<file path="src/rtl/core/xfsd_pkg.sv">
package xfsd_pkg;

  localparam int COUNT_WIDTH_DEF = 24;
  localparam int VALUE_W         = 64;
  localparam int CFG_W           = 24;
  localparam int FIELD_W         = 6;
  localparam int LEFT_W          = 7;
  localparam int BYTE_W          = 8;
  localparam int MAX_RESULTS     = 64;

  localparam logic REQ_DATA  = 1'b0;
  localparam logic REQ_DRAIN = 1'b1;

  typedef struct packed {
    logic              req_type;
    logic [BYTE_W-1:0] data_byte;
    logic              block_start;
  } in_t;

  typedef struct packed {
    logic [VALUE_W-1:0] value_bits;
    logic               block_done;
    logic               malformed;
    logic               last;
  } out_t;

  // controller -> datapath
  typedef struct packed {
    logic load;
    logic step;
    logic flush;
  } cmd_t;

  // datapath -> controller
  typedef struct packed {
    logic bits_done;
    logic slot_ok;
  } sts_t;

endpackage

</file>
<file path="src/rtl/core/xfsd_ctrl.sv">
module xfsd_ctrl (
  input  logic          clk,
  input  logic          rst_n,
  input  logic          in_valid,
  output logic          in_ready,
  input  xfsd_pkg::sts_t sts,
  output xfsd_pkg::cmd_t cmd
);
  import xfsd_pkg::*;

  typedef enum logic [1:0] {
    S_IDLE,
    S_RUN,
    S_FLUSH
  } state_t;

  state_t state_r;
  logic   in_ready_r;

  assign in_ready = in_ready_r;

  always_comb begin
    cmd = '0;
    unique case (state_r)
      S_IDLE:  cmd.load  = in_valid;
      S_RUN:   cmd.step  = !sts.bits_done && sts.slot_ok;
      S_FLUSH: cmd.flush = sts.slot_ok;
      default: cmd = '0;
    endcase
  end

  always_ff @(posedge clk) begin
    if (!rst_n) begin
      state_r    <= S_IDLE;
      in_ready_r <= 1'b1;
    end else begin
      unique case (state_r)
        S_IDLE: begin
          if (in_valid) begin
            state_r    <= S_RUN;
            in_ready_r <= 1'b0;
          end
        end
        S_RUN: begin
          if (sts.bits_done) begin
            state_r <= S_FLUSH;
          end
        end
        S_FLUSH: begin
          if (sts.slot_ok) begin
            state_r    <= S_IDLE;
            in_ready_r <= 1'b1;
          end
        end
        default: begin
          state_r    <= S_IDLE;
          in_ready_r <= 1'b1;
        end
      endcase
    end
  end

endmodule

</file>
<file path="src/rtl/core/xfsd_dp.sv">
module xfsd_dp #(
  parameter int COUNT_WIDTH = xfsd_pkg::COUNT_WIDTH_DEF
) (
  input  logic                        clk,
  input  logic                        rst_n,
  input  logic                        cfg_wr_en,
  input  logic [xfsd_pkg::CFG_W-1:0]  cfg_wr_data,
  input  xfsd_pkg::in_t               in_data,
  input  xfsd_pkg::cmd_t              cmd,
  output xfsd_pkg::sts_t              sts,
  output logic                        out_valid,
  input  logic                        out_ready,
  output xfsd_pkg::out_t              out_data
);
  import xfsd_pkg::*;

  typedef enum logic [2:0] {
    PH_FIRST,
    PH_CTRL1,
    PH_CTRL2,
    PH_LEAD,
    PH_LEN,
    PH_PAY,
    PH_PAY_BAD,
    PH_DONE
  } phase_t;

  localparam int RCNT_W = $clog2(MAX_RESULTS + 1);
  localparam int BCNT_W = $clog2(BYTE_W + 1);

  logic [COUNT_WIDTH-1:0]        vcount_r;
  logic [COUNT_WIDTH+CFG_W-1:0]  cfg_ext;

  logic [VALUE_W-1:0]     prev_r, prev_nxt;
  logic [VALUE_W-1:0]     acc_r, acc_nxt, acc_sh;
  logic [FIELD_W-1:0]     wlead_r, wlead_nxt;
  logic [FIELD_W-1:0]     wtrail_r, wtrail_nxt;
  logic [FIELD_W-1:0]     plead_r, plead_nxt;
  logic [LEFT_W-1:0]      left_r, left_nxt, left_dec;
  logic [COUNT_WIDTH-1:0] vdone_r, vdone_inc;
  phase_t                 phase_r, phase_nxt;

  logic [BYTE_W-1:0]      shreg_r;
  logic                   drain_r;
  logic [BCNT_W-1:0]      bcnt_r;
  logic [RCNT_W-1:0]      rcnt_r;

  out_t pend_r;
  logic pend_v_r;
  out_t out_r;
  logic out_v_r;

  logic               bit_in;
  logic               finished;
  logic               emit;
  logic               emit_bad;
  logic               emit_done;
  logic               out_free;
  logic               out_load;
  logic [LEFT_W-1:0]  len7;
  logic [LEFT_W-1:0]  lsum;
  logic [FIELD_W-1:0] sh;
  logic               do_step;

  assign cfg_ext   = {{COUNT_WIDTH{1'b0}}, cfg_wr_data};
  assign bit_in    = shreg_r[BYTE_W-1];
  assign finished  = (phase_r == PH_DONE) || (vdone_r >= vcount_r);
  assign vdone_inc = vdone_r + 1'b1;
  assign emit_done = vdone_inc >= vcount_r;
  assign out_free  = !out_v_r || out_ready;
  assign do_step   = cmd.step && !finished;
  assign out_load  = pend_v_r && ((do_step && emit) || cmd.flush);

  assign sts.slot_ok   = !pend_v_r || out_free;
  assign sts.bits_done = drain_r ? (finished || rcnt_r == RCNT_W'(MAX_RESULTS))
                                 : (bcnt_r == BCNT_W'(BYTE_W));

  assign out_valid = out_v_r;
  assign out_data  = out_r;

  assign acc_sh   = {acc_r[VALUE_W-2:0], bit_in};
  assign left_dec = (left_r != '0) ? left_r - 1'b1 : '0;
  assign len7     = (acc_sh[FIELD_W-1:0] == '0) ? LEFT_W'(VALUE_W)
                                                : {1'b0, acc_sh[FIELD_W-1:0]};
  assign lsum     = {1'b0, plead_r} + len7;
  assign sh       = (phase_r == PH_PAY_BAD) ? '0 : wtrail_r;

  always_comb begin
    prev_nxt   = prev_r;
    acc_nxt    = acc_r;
    wlead_nxt  = wlead_r;
    wtrail_nxt = wtrail_r;
    plead_nxt  = plead_r;
    left_nxt   = left_r;
    phase_nxt  = phase_r;
    emit       = 1'b0;
    emit_bad   = 1'b0;
    unique case (phase_r)
      PH_FIRST: begin
        if (left_r == '0) begin
          acc_nxt  = {{(VALUE_W-1){1'b0}}, bit_in};
          left_nxt = LEFT_W'(VALUE_W - 1);
        end else begin
          acc_nxt  = acc_sh;
          left_nxt = left_r - 1'b1;
        end
        if (left_nxt == '0) begin
          prev_nxt = acc_nxt;
          acc_nxt  = '0;
          emit     = 1'b1;
        end
      end
      PH_CTRL1: begin
        if (!bit_in) begin
          emit = 1'b1;
        end else begin
          phase_nxt = PH_CTRL2;
        end
      end
      PH_CTRL2: begin
        acc_nxt = '0;
        if (!bit_in) begin
          left_nxt  = LEFT_W'(FIELD_W);
          phase_nxt = PH_LEAD;
        end else begin
          left_nxt  = LEFT_W'(VALUE_W) - {1'b0, wlead_r} - {1'b0, wtrail_r};
          phase_nxt = PH_PAY;
        end
      end
      PH_LEAD: begin
        acc_nxt  = acc_sh;
        left_nxt = left_r - 1'b1;
        if (left_nxt == '0) begin
          plead_nxt = acc_sh[FIELD_W-1:0];
          acc_nxt   = '0;
          left_nxt  = LEFT_W'(FIELD_W);
          phase_nxt = PH_LEN;
        end
      end
      PH_LEN: begin
        acc_nxt  = acc_sh;
        left_nxt = left_r - 1'b1;
        if (left_nxt == '0) begin
          wlead_nxt = plead_r;
          acc_nxt   = '0;
          left_nxt  = len7;
          if (lsum > LEFT_W'(VALUE_W)) begin
            wtrail_nxt = '0;
            phase_nxt  = PH_PAY_BAD;
          end else begin
            wtrail_nxt = FIELD_W'(LEFT_W'(VALUE_W) - lsum);
            phase_nxt  = PH_PAY;
          end
        end
      end
      PH_PAY, PH_PAY_BAD: begin
        acc_nxt  = acc_sh;
        left_nxt = left_dec;
        if (left_dec == '0) begin
          prev_nxt = prev_r ^ (acc_sh << sh);
          acc_nxt  = '0;
          emit     = 1'b1;
          emit_bad = (phase_r == PH_PAY_BAD);
        end
      end
      PH_DONE: begin
        emit = 1'b0;
      end
      default: begin
        phase_nxt = PH_DONE;
      end
    endcase
    if (emit) begin
      phase_nxt = emit_done ? PH_DONE : PH_CTRL1;
    end
  end

  always_ff @(posedge clk) begin
    if (!rst_n) begin
      vcount_r <= '0;
      prev_r   <= '0;
      acc_r    <= '0;
      wlead_r  <= '0;
      wtrail_r <= '0;
      plead_r  <= '0;
      left_r   <= '0;
      vdone_r  <= '0;
      phase_r  <= PH_FIRST;
      shreg_r  <= '0;
      drain_r  <= 1'b0;
      bcnt_r   <= '0;
      rcnt_r   <= '0;
      pend_v_r <= 1'b0;
      out_v_r  <= 1'b0;
    end else begin
      if (cfg_wr_en) begin
        vcount_r <= cfg_ext[COUNT_WIDTH-1:0];
      end

      if (out_load) begin
        out_v_r <= 1'b1;
      end else if (out_v_r && out_ready) begin
        out_v_r <= 1'b0;
      end

      if (cmd.load) begin
        drain_r <= (in_data.req_type == REQ_DRAIN);
        shreg_r <= (in_data.req_type == REQ_DRAIN) ? '0 : in_data.data_byte;
        bcnt_r  <= '0;
        rcnt_r  <= '0;
        if (in_data.block_start) begin
          prev_r   <= '0;
          acc_r    <= '0;
          wlead_r  <= '0;
          wtrail_r <= '0;
          plead_r  <= '0;
          left_r   <= '0;
          vdone_r  <= '0;
          phase_r  <= PH_FIRST;
        end
      end

      if (cmd.step) begin
        shreg_r <= {shreg_r[BYTE_W-2:0], 1'b0};
        bcnt_r  <= bcnt_r + 1'b1;
      end

      if (do_step) begin
        prev_r   <= prev_nxt;
        acc_r    <= acc_nxt;
        wlead_r  <= wlead_nxt;
        wtrail_r <= wtrail_nxt;
        plead_r  <= plead_nxt;
        left_r   <= left_nxt;
        phase_r  <= phase_nxt;
        if (emit) begin
          vdone_r           <= vdone_inc;
          rcnt_r            <= rcnt_r + 1'b1;
          pend_r.value_bits <= prev_nxt;
          pend_r.block_done <= emit_done;
          pend_r.malformed  <= emit_bad;
          pend_r.last       <= 1'b0;
          pend_v_r          <= 1'b1;
          // earlier result of this transfer is not the last one
          if (pend_v_r) begin
            out_r <= pend_r;
          end
        end
      end

      if (cmd.flush && pend_v_r) begin
        out_r    <= '{pend_r.value_bits, pend_r.block_done, pend_r.malformed, 1'b1};
        pend_v_r <= 1'b0;
      end
    end
  end

endmodule

</file>
<file path="src/rtl/core/xor_float_stream_decoder.sv">
// XOR float stream decoder: takes a compressed block one byte per transfer,
// msb first, and returns the decoded 64-bit double bit patterns. The stream
// is decoded one bit per clock cycle, while no held-back result stalls, by
// a single shared bit decoder: a data byte passes through accept, one step
// per bit, end of bits and release of its final result, and a drain transfer
// likewise feeds zero bits until the block finishes or 64 results have come out.
// A result waits in a holding register until the next result or the end of
// its transfer marks whether it is the last, then moves to the output
// register; a stalled output holds the bit decoder once a result is held
// back. value_count must be written while no transfer is in progress.
module xor_float_stream_decoder #(
  parameter int COUNT_WIDTH = xfsd_pkg::COUNT_WIDTH_DEF
) (
  input  logic                       clk,
  input  logic                       rst_n,
  input  logic                       cfg_wr_en,
  input  logic [xfsd_pkg::CFG_W-1:0] cfg_wr_data,
  input  logic                       in_valid,
  output logic                       in_ready,
  input  xfsd_pkg::in_t              in_data,
  output logic                       out_valid,
  input  logic                       out_ready,
  output xfsd_pkg::out_t             out_data
);
  import xfsd_pkg::*;

  cmd_t cmd;
  sts_t sts;

  xfsd_ctrl u_ctrl (
    .clk      (clk),
    .rst_n    (rst_n),
    .in_valid (in_valid),
    .in_ready (in_ready),
    .sts      (sts),
    .cmd      (cmd)
  );

  xfsd_dp #(
    .COUNT_WIDTH (COUNT_WIDTH)
  ) u_dp (
    .clk         (clk),
    .rst_n       (rst_n),
    .cfg_wr_en   (cfg_wr_en),
    .cfg_wr_data (cfg_wr_data),
    .in_data     (in_data),
    .cmd         (cmd),
    .sts         (sts),
    .out_valid   (out_valid),
    .out_ready   (out_ready),
    .out_data    (out_data)
  );

endmodule

</file>
<file path="config.mk">
export PLATFORM = sky130hd
export DESIGN_NAME = xor_float_stream_decoder
export DESIGN_NICKNAME = d
export VERILOG_FILES = /design/src/rtl/core/xfsd_pkg.sv /design/src/rtl/core/xfsd_ctrl.sv /design/src/rtl/core/xfsd_dp.sv /design/src/rtl/core/xor_float_stream_decoder.sv
export SDC_FILE = /design/constraint.sdc
export NUM_CORES = 1
export LEC_CHECK = 0
export ABC_CLOCK_PERIOD_IN_PS = 16100
export BUFFER_PORTS_ARGS = -buffer_cell sky130_fd_sc_hd__buf_2
export CAP_MARGIN = 20
export CORE_ASPECT_RATIO = 1.1
export CORE_MARGIN = 4
export CORE_UTILIZATION = 30
export CTS_CLUSTER_DIAMETER = 60
export DETAILED_ROUTE_END_ITERATION = 10
export SYNTH_ARGS = -nofsm -noshare
export SYNTH_HDL_FRONTEND = slang
export SYNTH_SLANG_ARGS = --single-unit
</file>
<file path="constraint.sdc">
create_clock -name clk -period 16.1 [get_ports clk]
set_input_delay 0.805 -clock clk [delete_from_list [all_inputs] [get_ports clk]]
set_output_delay 0.805 -clock clk [all_outputs]
set_load 0.02 [all_outputs]
</file>
[After elaboration in Yosys (flattened, before gate mapping)]
Cells that the tools add are included.
Word-level totals
  flip-flop bits (word level): 361
  input bits: 39
  output and inout bits: 69
  word-level logic and storage cells: 189
Cells by class
  add/sub/neg operators: 8
  order comparisons: 3
  eq/ne operators: 23
  shift operators: 1
  multiplexer cells: 80
  bitwise logic cells: 3
  reductions and logical operators: 46
Operators by type and width (number)
  two-way mux 64 bit: 6
  two-way mux 67 bit: 4
  two-way mux 63 bit: 4
  case mux 63 bit (4 select lines): 1
  case mux 64 bit (2 select lines): 1
  two-way mux 24 bit: 4
  two-way mux 7 bit: 13
  two-way mux 6 bit: 13
  << shifter 64 x 6 -> 64 bit: 1
  bitwise XOR 64 bit: 1
  greater-or-equal comparator 24 bit: 2
  case mux 7 bit (5 select lines): 1
  logical NOT 7 bit: 4
  two-way mux 3 bit: 9
  adder 24 x 1 -> 24 bit (second input constant): 1
  two-way mux 8 bit: 3
  AND reduction 3 bit: 5
  nonzero test 2 bit: 7
  equality test 3 bit (second input constant): 4
  case mux 3 bit (4 select lines): 1
  AND reduction 4 bit: 3
  two-way mux 1 bit: 11
  two-way mux 2 bit: 4
  two-way mux 4 bit: 2
  34 further kinds: 59

[Longest topological paths before layout]
  depth in word-level cells: 12
  mapped depth: 16

[By module]
A second synthesis with hierarchy kept.
Unflattened totals
  cells, all modules: 2732
  area total of the unflattened synthesis: 23415.0 µm²
By module, submodules not included
  xfsd_dp: instances 1, cells each 2714, area each 23259.8 µm², sequential area each 8498.2 µm²
  xfsd_ctrl: instances 1, cells each 18, area each 155.1 µm², sequential area each 60.1 µm²

[Least setup slack after synthesis]
Ideal clock, no wire load.
  kind: reg2reg
  start point: register u_dp.left_r[0]
  end point: register u_dp.out_r, in the netlist u_dp.out_data[0], enable pin
  setup time: 0.492 ns
  arrival time: 5.236 ns
  slack: 10.372 ns
  cell stages (with the launch flop): 13
  buffers on the path: 2
  period minus slack after synthesis: 5.728 ns
  cell sequence: dfxtp_1 -> inv_1 -> ha_1 -> nor2_1 -> a31oi_1 -> nor4b_2 -> nor2_1 -> o211ai_2 -> and2_1 -> buf_4 -> buf_2 -> a21oi_1 -> nor2_1
On the way
  longest elaborated chain between the ends: 8
  elaborated cells between the ends (all ways): 13
  classes of those cells: add/sub: 1; mux: 6; reduce/logical: 6
Ends and longest elaborated chain
  start: declaration: RTL line xfsd_dp.sv:39  | logic [LEFT_W-1:0] left_r, left_nxt, left_dec;
  start signal: assignment: RTL line xfsd_dp.sv:234  | left_r <= left_nxt;
  subtractor 7 x 1 -> 7 bit or logical NOT 7 bit (tied branches): RTL line xfsd_dp.sv:82, xfsd_dp.sv:105, xfsd_dp.sv:100
  two-way mux 7 bit: RTL line xfsd_dp.sv:100  | if (left_r == '0) begin
  two-way mux 7 bit: RTL line xfsd_dp.sv:98  | unique case (phase_r)
  logical NOT 7 bit: RTL line xfsd_dp.sv:107  | if (left_nxt == '0) begin
  two-way mux 1 bit: RTL line xfsd_dp.sv:107
  case mux 1 bit (3 select lines) (*): RTL line xfsd_dp.sv:98
  nonzero test 2 bit (no line) (*)
  AND reduction 4 bit (no line) (*)
  end signal: assignment: RTL line xfsd_dp.sv:246  | out_r <= pend_r;
  end signal: assignment: RTL line xfsd_dp.sv:252  | out_r <= '{pend_r.value_bits, pend_r.block_done, pend_r.malformed, 1'b1};
  end: declaration: RTL line xfsd_dp.sv:50  | out_t out_r;
Every way passes the cells marked *; elsewhere a longest branch is shown, timed or not. The select of a mux whose other input is x is not followed.
A chain may end at the register's enable or synchronous reset.

[Final worst setup path]
  start point: register u_dp.phase_r[2]
  end point: register u_dp.pend_r[41] (netlist name), data pin
On the way
  longest elaborated chain between the ends: 6
  elaborated cells between the ends (all ways): 9
  classes of those cells: eq/ne: 2; shift: 1; mux: 3; bitwise: 1; reduce/logical: 2
Ends and longest elaborated chain
  start: declaration: RTL line xfsd_dp.sv:41  | phase_t phase_r, phase_nxt;
  start signal: assignment: RTL line xfsd_dp.sv:235  | phase_r <= phase_nxt;
  equality test 3 bit: RTL line xfsd_dp.sv:86, xfsd_dp.sv:98
  two-way mux 6 bit: RTL line xfsd_dp.sv:86  | assign sh = (phase_r == PH_PAY_BAD) ? '0 : wtrail_r;
  << shifter 64 x 6 -> 64 bit: RTL line xfsd_dp.sv:160  | prev_nxt = prev_r ^ (acc_sh << sh);
  bitwise XOR 64 bit: RTL line xfsd_dp.sv:160
  two-way mux 64 bit: RTL line xfsd_dp.sv:159  | if (left_dec == '0) begin
  case mux 64 bit (2 select lines) (*): RTL line xfsd_dp.sv:98
  named net u_dp.prev_nxt[38]: RTL line xfsd_dp.sv:34  | logic [VALUE_W-1:0] prev_r, prev_nxt;
  end: declaration: RTL line xfsd_dp.sv:48  | out_t pend_r;
Mark *: on every way through the listed nets, which the timed path passes. The rest lies on a longest branch.

==> results.ini <==
[placed_design]
routability_cong = 0.9922
portBuffers = 107
dp_cells = 3505
dp_hpwl_um = 53060

[synthesis]
mappedNetlistNets = 2727
edff_count_synth = 133
synth-async-reset-ratio_pct = 0
number_of_flip_flops_and_latches_in_the_synthesized_netlist = 361
syn-cell-area_mm2 = 0.02225
yosys_warnings = 0
seq_area_frac_synth_pct = 38.46
synth-main-ff-cell = sky130_fd_sc_hd__dfxtp_1
syn_area_per_cell_um2 = 8.518
number_of_instances_in_the_synthesized_netlist = 2612
synth_cell_types = 91

[critical_path]
critical_path.top_delay_family = compound AO/OA/AOI/OAI gates
worstRegToRegCells = 9
critical_path.cell_chain = and3b_2 -> buf_4 -> nor2_1 -> a21oi_2 -> nand2_2 -> o32ai_1 -> nor3_1 -> o21ai_0 -> o311ai_0
cpPeakStageDelay_ns = 0.87
timing.critical_path.buf_inv = 1
critical_register_to_register_path_endpoint = u_dp.pend_r[41]
worst_setup_path_end_kind = flip-flop
critical_path.startpoint_type = flip-flop
cp.arrival_ns = 5.06
rrSetupSlack_ns = 11.31
crit_path_top_delay_cell = sky130_fd_sc_hd__dfxtp_1
reg2reg_from = u_dp.phase_r[2]
path_max_fanout = 57
worstSetupPathType = reg2reg
cp.required_ns = 16.38

[clock_tree]
post-cts-setup-buffer-count = 0
clkLatencyLatePin_ns = 0.58
clk_path_buf_depth = 3
cts-resized-gates = 0
clock_tree.root_cell = sky130_fd_sc_hd__clkbuf_16
cts-buffers-inserted = 43
clock_sinks = 361
clk_pin_slew_worst_paths_ns = 0.06
cts_tree = done
ctsHoldBuffers = 0
cts_htree_levels = 2

[die]
floorplan.initialDensity_pct = 30.32
die_y_um = 293.6
rows = 104
io_pins = 108
core-area_mm2 = 0.07339
design.die.area_mm2 = 0.07859
die_width_um = 267.7

[flow_run]
maxCapViolCount = 0

[grt]
grt_pass1_vias = 19530
largest_net_degree_at_the_start_of_global_routing = 67
first_pass_grt_wire_length_um = 118900
grt-ovfl-total = 0
grt_util_all_layers_pct = 19.08
number_of_antenna_violations_at_the_first_check_in_global_routing = 1

[drt]
drt-wirelength-per-cell_um = 21.59
drt_drc_violations_left = 0
firstDrtPassIters = 8
dr.first_iter.drc_count = 2360
dr_total_vias = 20440
route.final.wire_length_um = 77400
via_per_inst = 5.702
count_of_nets_left_with_antenna_violations_after_detail_routing = 0

[pwr]
pwr_density_cell_mw_per_mm2 = 86.28
leakage_nw = 8.940
power.ir.vdd_worst_uv = 131.9

[timing]
slew-limit-headroom_pct = 30.45
rsz0062_at_grt = no
period_share_pct = 29.72
clock-skew-final_ns = 0.01949
final_hold_viol_count = 0
finalMaxSlewViolations = 0
timing_worst_slew_pin_value_ns = 1.039
timing.final.crit_period_ns = 4.786
fmax_mhz = 209.0
timing.final.setup_violations = 0
fin_tns_setup_ns = 0

[worst_hold_path]
min-delay-path-class = reg2reg
hold-path-endpoint = u_dp.out_data[9]
timing.hold.worst.start = u_dp.pend_r[9]
holdPathStages = 0

[layout]
syn2layout_area_growth_pct = 11.92
seq_area_mm2 = 0.008566
fin_util_pct = 33.93
layout_fillers = 7642
multiInputGateArea_mm2 = 0.01250
num-nets-final = 2711
layoutNonFillerInstCount = 3585
layout-drive-gt1-share_pct = 11.63

[outcome]
status = finished clean

## synthesized netlist by cell type, types with 10 or more instances
cell type                   count  area [µm²]
sky130_fd_sc_hd__a21boi_0      22       165.2
sky130_fd_sc_hd__o21ai_0      138       690.7
sky130_fd_sc_hd__nor2_1       292        1096
sky130_fd_sc_hd__nor2b_1       13       81.33
sky130_fd_sc_hd__o211ai_1      34       255.2
sky130_fd_sc_hd__o22ai_1       39       244.0
sky130_fd_sc_hd__buf_2         69       345.3
sky130_fd_sc_hd__a211o_1       11       96.34
sky130_fd_sc_hd__o311ai_0      12       105.1
sky130_fd_sc_hd__a21oi_1      229        1146
sky130_fd_sc_hd__a22oi_1       97       728.2
sky130_fd_sc_hd__and2_1        14       87.58
sky130_fd_sc_hd__nor3b_1       15       112.6
sky130_fd_sc_hd__nand4_1       12       75.07
sky130_fd_sc_hd__mux2i_1      133        1331
sky130_fd_sc_hd__edfxtp_1     133        3994
sky130_fd_sc_hd__mux2_2        28       315.3
sky130_fd_sc_hd__a31oi_1       17       106.4
sky130_fd_sc_hd__or3_1         17       106.4
sky130_fd_sc_hd__a2bb2oi_1     13       113.9
sky130_fd_sc_hd__dfxtp_1      228        4564
sky130_fd_sc_hd__o21a_1        11       82.58
sky130_fd_sc_hd__o221ai_1      13       113.9
sky130_fd_sc_hd__nand2b_1      14       87.58
sky130_fd_sc_hd__xnor2_1       33       289.0
sky130_fd_sc_hd__ha_1          74       925.9
sky130_fd_sc_hd__a21o_1        25       187.7
sky130_fd_sc_hd__nand3b_1      11       82.58
sky130_fd_sc_hd__buf_1         10       37.54
sky130_fd_sc_hd__nand3_1       83       415.4
sky130_fd_sc_hd__nand2_1      224       840.8
sky130_fd_sc_hd__o31ai_1       12       90.09
sky130_fd_sc_hd__and3_1        31       193.9
sky130_fd_sc_hd__nor3_1        58       290.3
sky130_fd_sc_hd__a22o_1        25       219.0
sky130_fd_sc_hd__a31o_2        14       122.6
sky130_fd_sc_hd__xor2_1        20       175.2
sky130_fd_sc_hd__clkbuf_1     125       469.2
sky130_fd_sc_hd__inv_1         88       330.3
sky130_fd_sc_hd__a211oi_1      19       142.6
sky130_fd_sc_hd__a221o_1       12       120.1
## final cells by class
type | instances | area share, %
tap | 954 | 4.793
clock buffer | 56 | 4.768
inverter | 90 | 1.377
clock inverter | 23 | 0.9747
timing repair buffer | 151 | 3.477
antenna | 1 | 0.01005
multi-input combinational | 1949 | 50.20
sequential | 361 | 34.40
## worst max-delay path by stage
stage	depth (start not counted)	startpoint	slack, ns	endpoint
final	9	u_dp.phase_r[2]	11.31	u_dp.pend_r[41]
after global routing	12	u_dp.left_r[0]	11.15	u_dp.out_data[36]
after CTS	12	u_dp.left_r[0]	11.47	u_dp.out_data[36]
after detailed placement	10	u_dp.phase_r[2]	11.48	u_dp.out_data[51]
after global placement	10	u_dp.phase_r[2]	11.57	u_dp.out_data[35]
after floorplan	12	u_dp.left_r[0]	10.37	u_dp.out_data[0]
## sequential cells by signal (all words and copies together), names as in the netlist, 8 cells and up
signal	flops
u_dp.out_data	67
u_dp.pend_r	66
u_dp.prev_r	64
u_dp.acc_r	63
u_dp.vcount_r	24
u_dp.vdone_r	24
u_dp.shreg_r	8
## layer usage
metal	GRT usage, %	routed length (µm)	vias up
met5	0	0	-
met1	25.13	32540	9735
met2	30.84	35390	909
li1	-	-	9604
met3	3.545	5982	194
met4	7.948	3496	0
## cell families (layout without fill, tap and decap cells)
logic type               count (synthesis)  after routing  share of synthesized area, %
adder cells (fa/ha/maj)                 76             76                         4.341
flip-flops                             361            361                         38.46
XOR/XNOR                                53             53                         2.086
AO/OA/AOI/OAI                          829            829                         24.73
other                                    0              1                             0
AND/OR/NAND/NOR                        829            829                         17.22
multiplexers                           162            162                         7.502
buffers and inverters                  302            320                         5.651
## report_power, final
group          switching (mW)  total [mW]  leakage, nW  internal (mW)
clock network           0.400       0.988        0.688          0.589
logic                   0.148       0.203         5.29         0.0548
registers             0.00915       0.957         2.96          0.948
total                   0.557        2.15         8.94           1.59
## through the flow
step,hold WS [ns],power [mW],cell area (µm²),setup WS [ns]
after floorplan,0.4003,1.109,22250,10.37
after detailed placement,0.4045,1.175,23470,11.48
after global routing,0.4182,2.228,24900,11.15
after CTS,0.4122,2.173,24900,11.47
after global placement,0.4011,1.175,23470,11.57
final,0.4045,2.149,24900,11.31
## cell usage in the layout, fill, tap and decap left out, types with 13 or more instances in the layout
cell / netlist / layout
sky130_fd_sc_hd__a2bb2oi_1: 13 / 13
sky130_fd_sc_hd__mux2i_1: 133 / 133
sky130_fd_sc_hd__nand3_1: 83 / 83
sky130_fd_sc_hd__and2_1: 14 / 14
sky130_fd_sc_hd__a22o_1: 25 / 25
sky130_fd_sc_hd__and3_1: 31 / 30
sky130_fd_sc_hd__a22oi_1: 97 / 97
sky130_fd_sc_hd__nor3_1: 58 / 58
sky130_fd_sc_hd__a21o_1: 25 / 25
sky130_fd_sc_hd__buf_4: 6 / 44
sky130_fd_sc_hd__nor3b_1: 15 / 15
sky130_fd_sc_hd__a31o_2: 14 / 14
sky130_fd_sc_hd__clkbuf_16: 0 / 45
sky130_fd_sc_hd__mux2_2: 28 / 28
sky130_fd_sc_hd__inv_1: 88 / 88
sky130_fd_sc_hd__o221ai_1: 13 / 13
sky130_fd_sc_hd__xnor2_1: 33 / 33
sky130_fd_sc_hd__buf_2: 69 / 107
sky130_fd_sc_hd__a21boi_0: 22 / 22
sky130_fd_sc_hd__or3_1: 17 / 17
sky130_fd_sc_hd__nand2_1: 224 / 221
sky130_fd_sc_hd__dfxtp_1: 228 / 226
sky130_fd_sc_hd__nor2b_1: 13 / 13
sky130_fd_sc_hd__a21oi_1: 229 / 227
sky130_fd_sc_hd__a211oi_1: 19 / 19
sky130_fd_sc_hd__o211ai_1: 34 / 34
sky130_fd_sc_hd__nor2_1: 292 / 285
sky130_fd_sc_hd__o21ai_0: 138 / 138
sky130_fd_sc_hd__xor2_1: 20 / 20
sky130_fd_sc_hd__edfxtp_1: 133 / 133
sky130_fd_sc_hd__o22ai_1: 39 / 39
sky130_fd_sc_hd__a31oi_1: 17 / 17
sky130_fd_sc_hd__nand2b_1: 14 / 14
sky130_fd_sc_hd__ha_1: 74 / 74
Note: power is estimated with default switching activity, not from simulation.
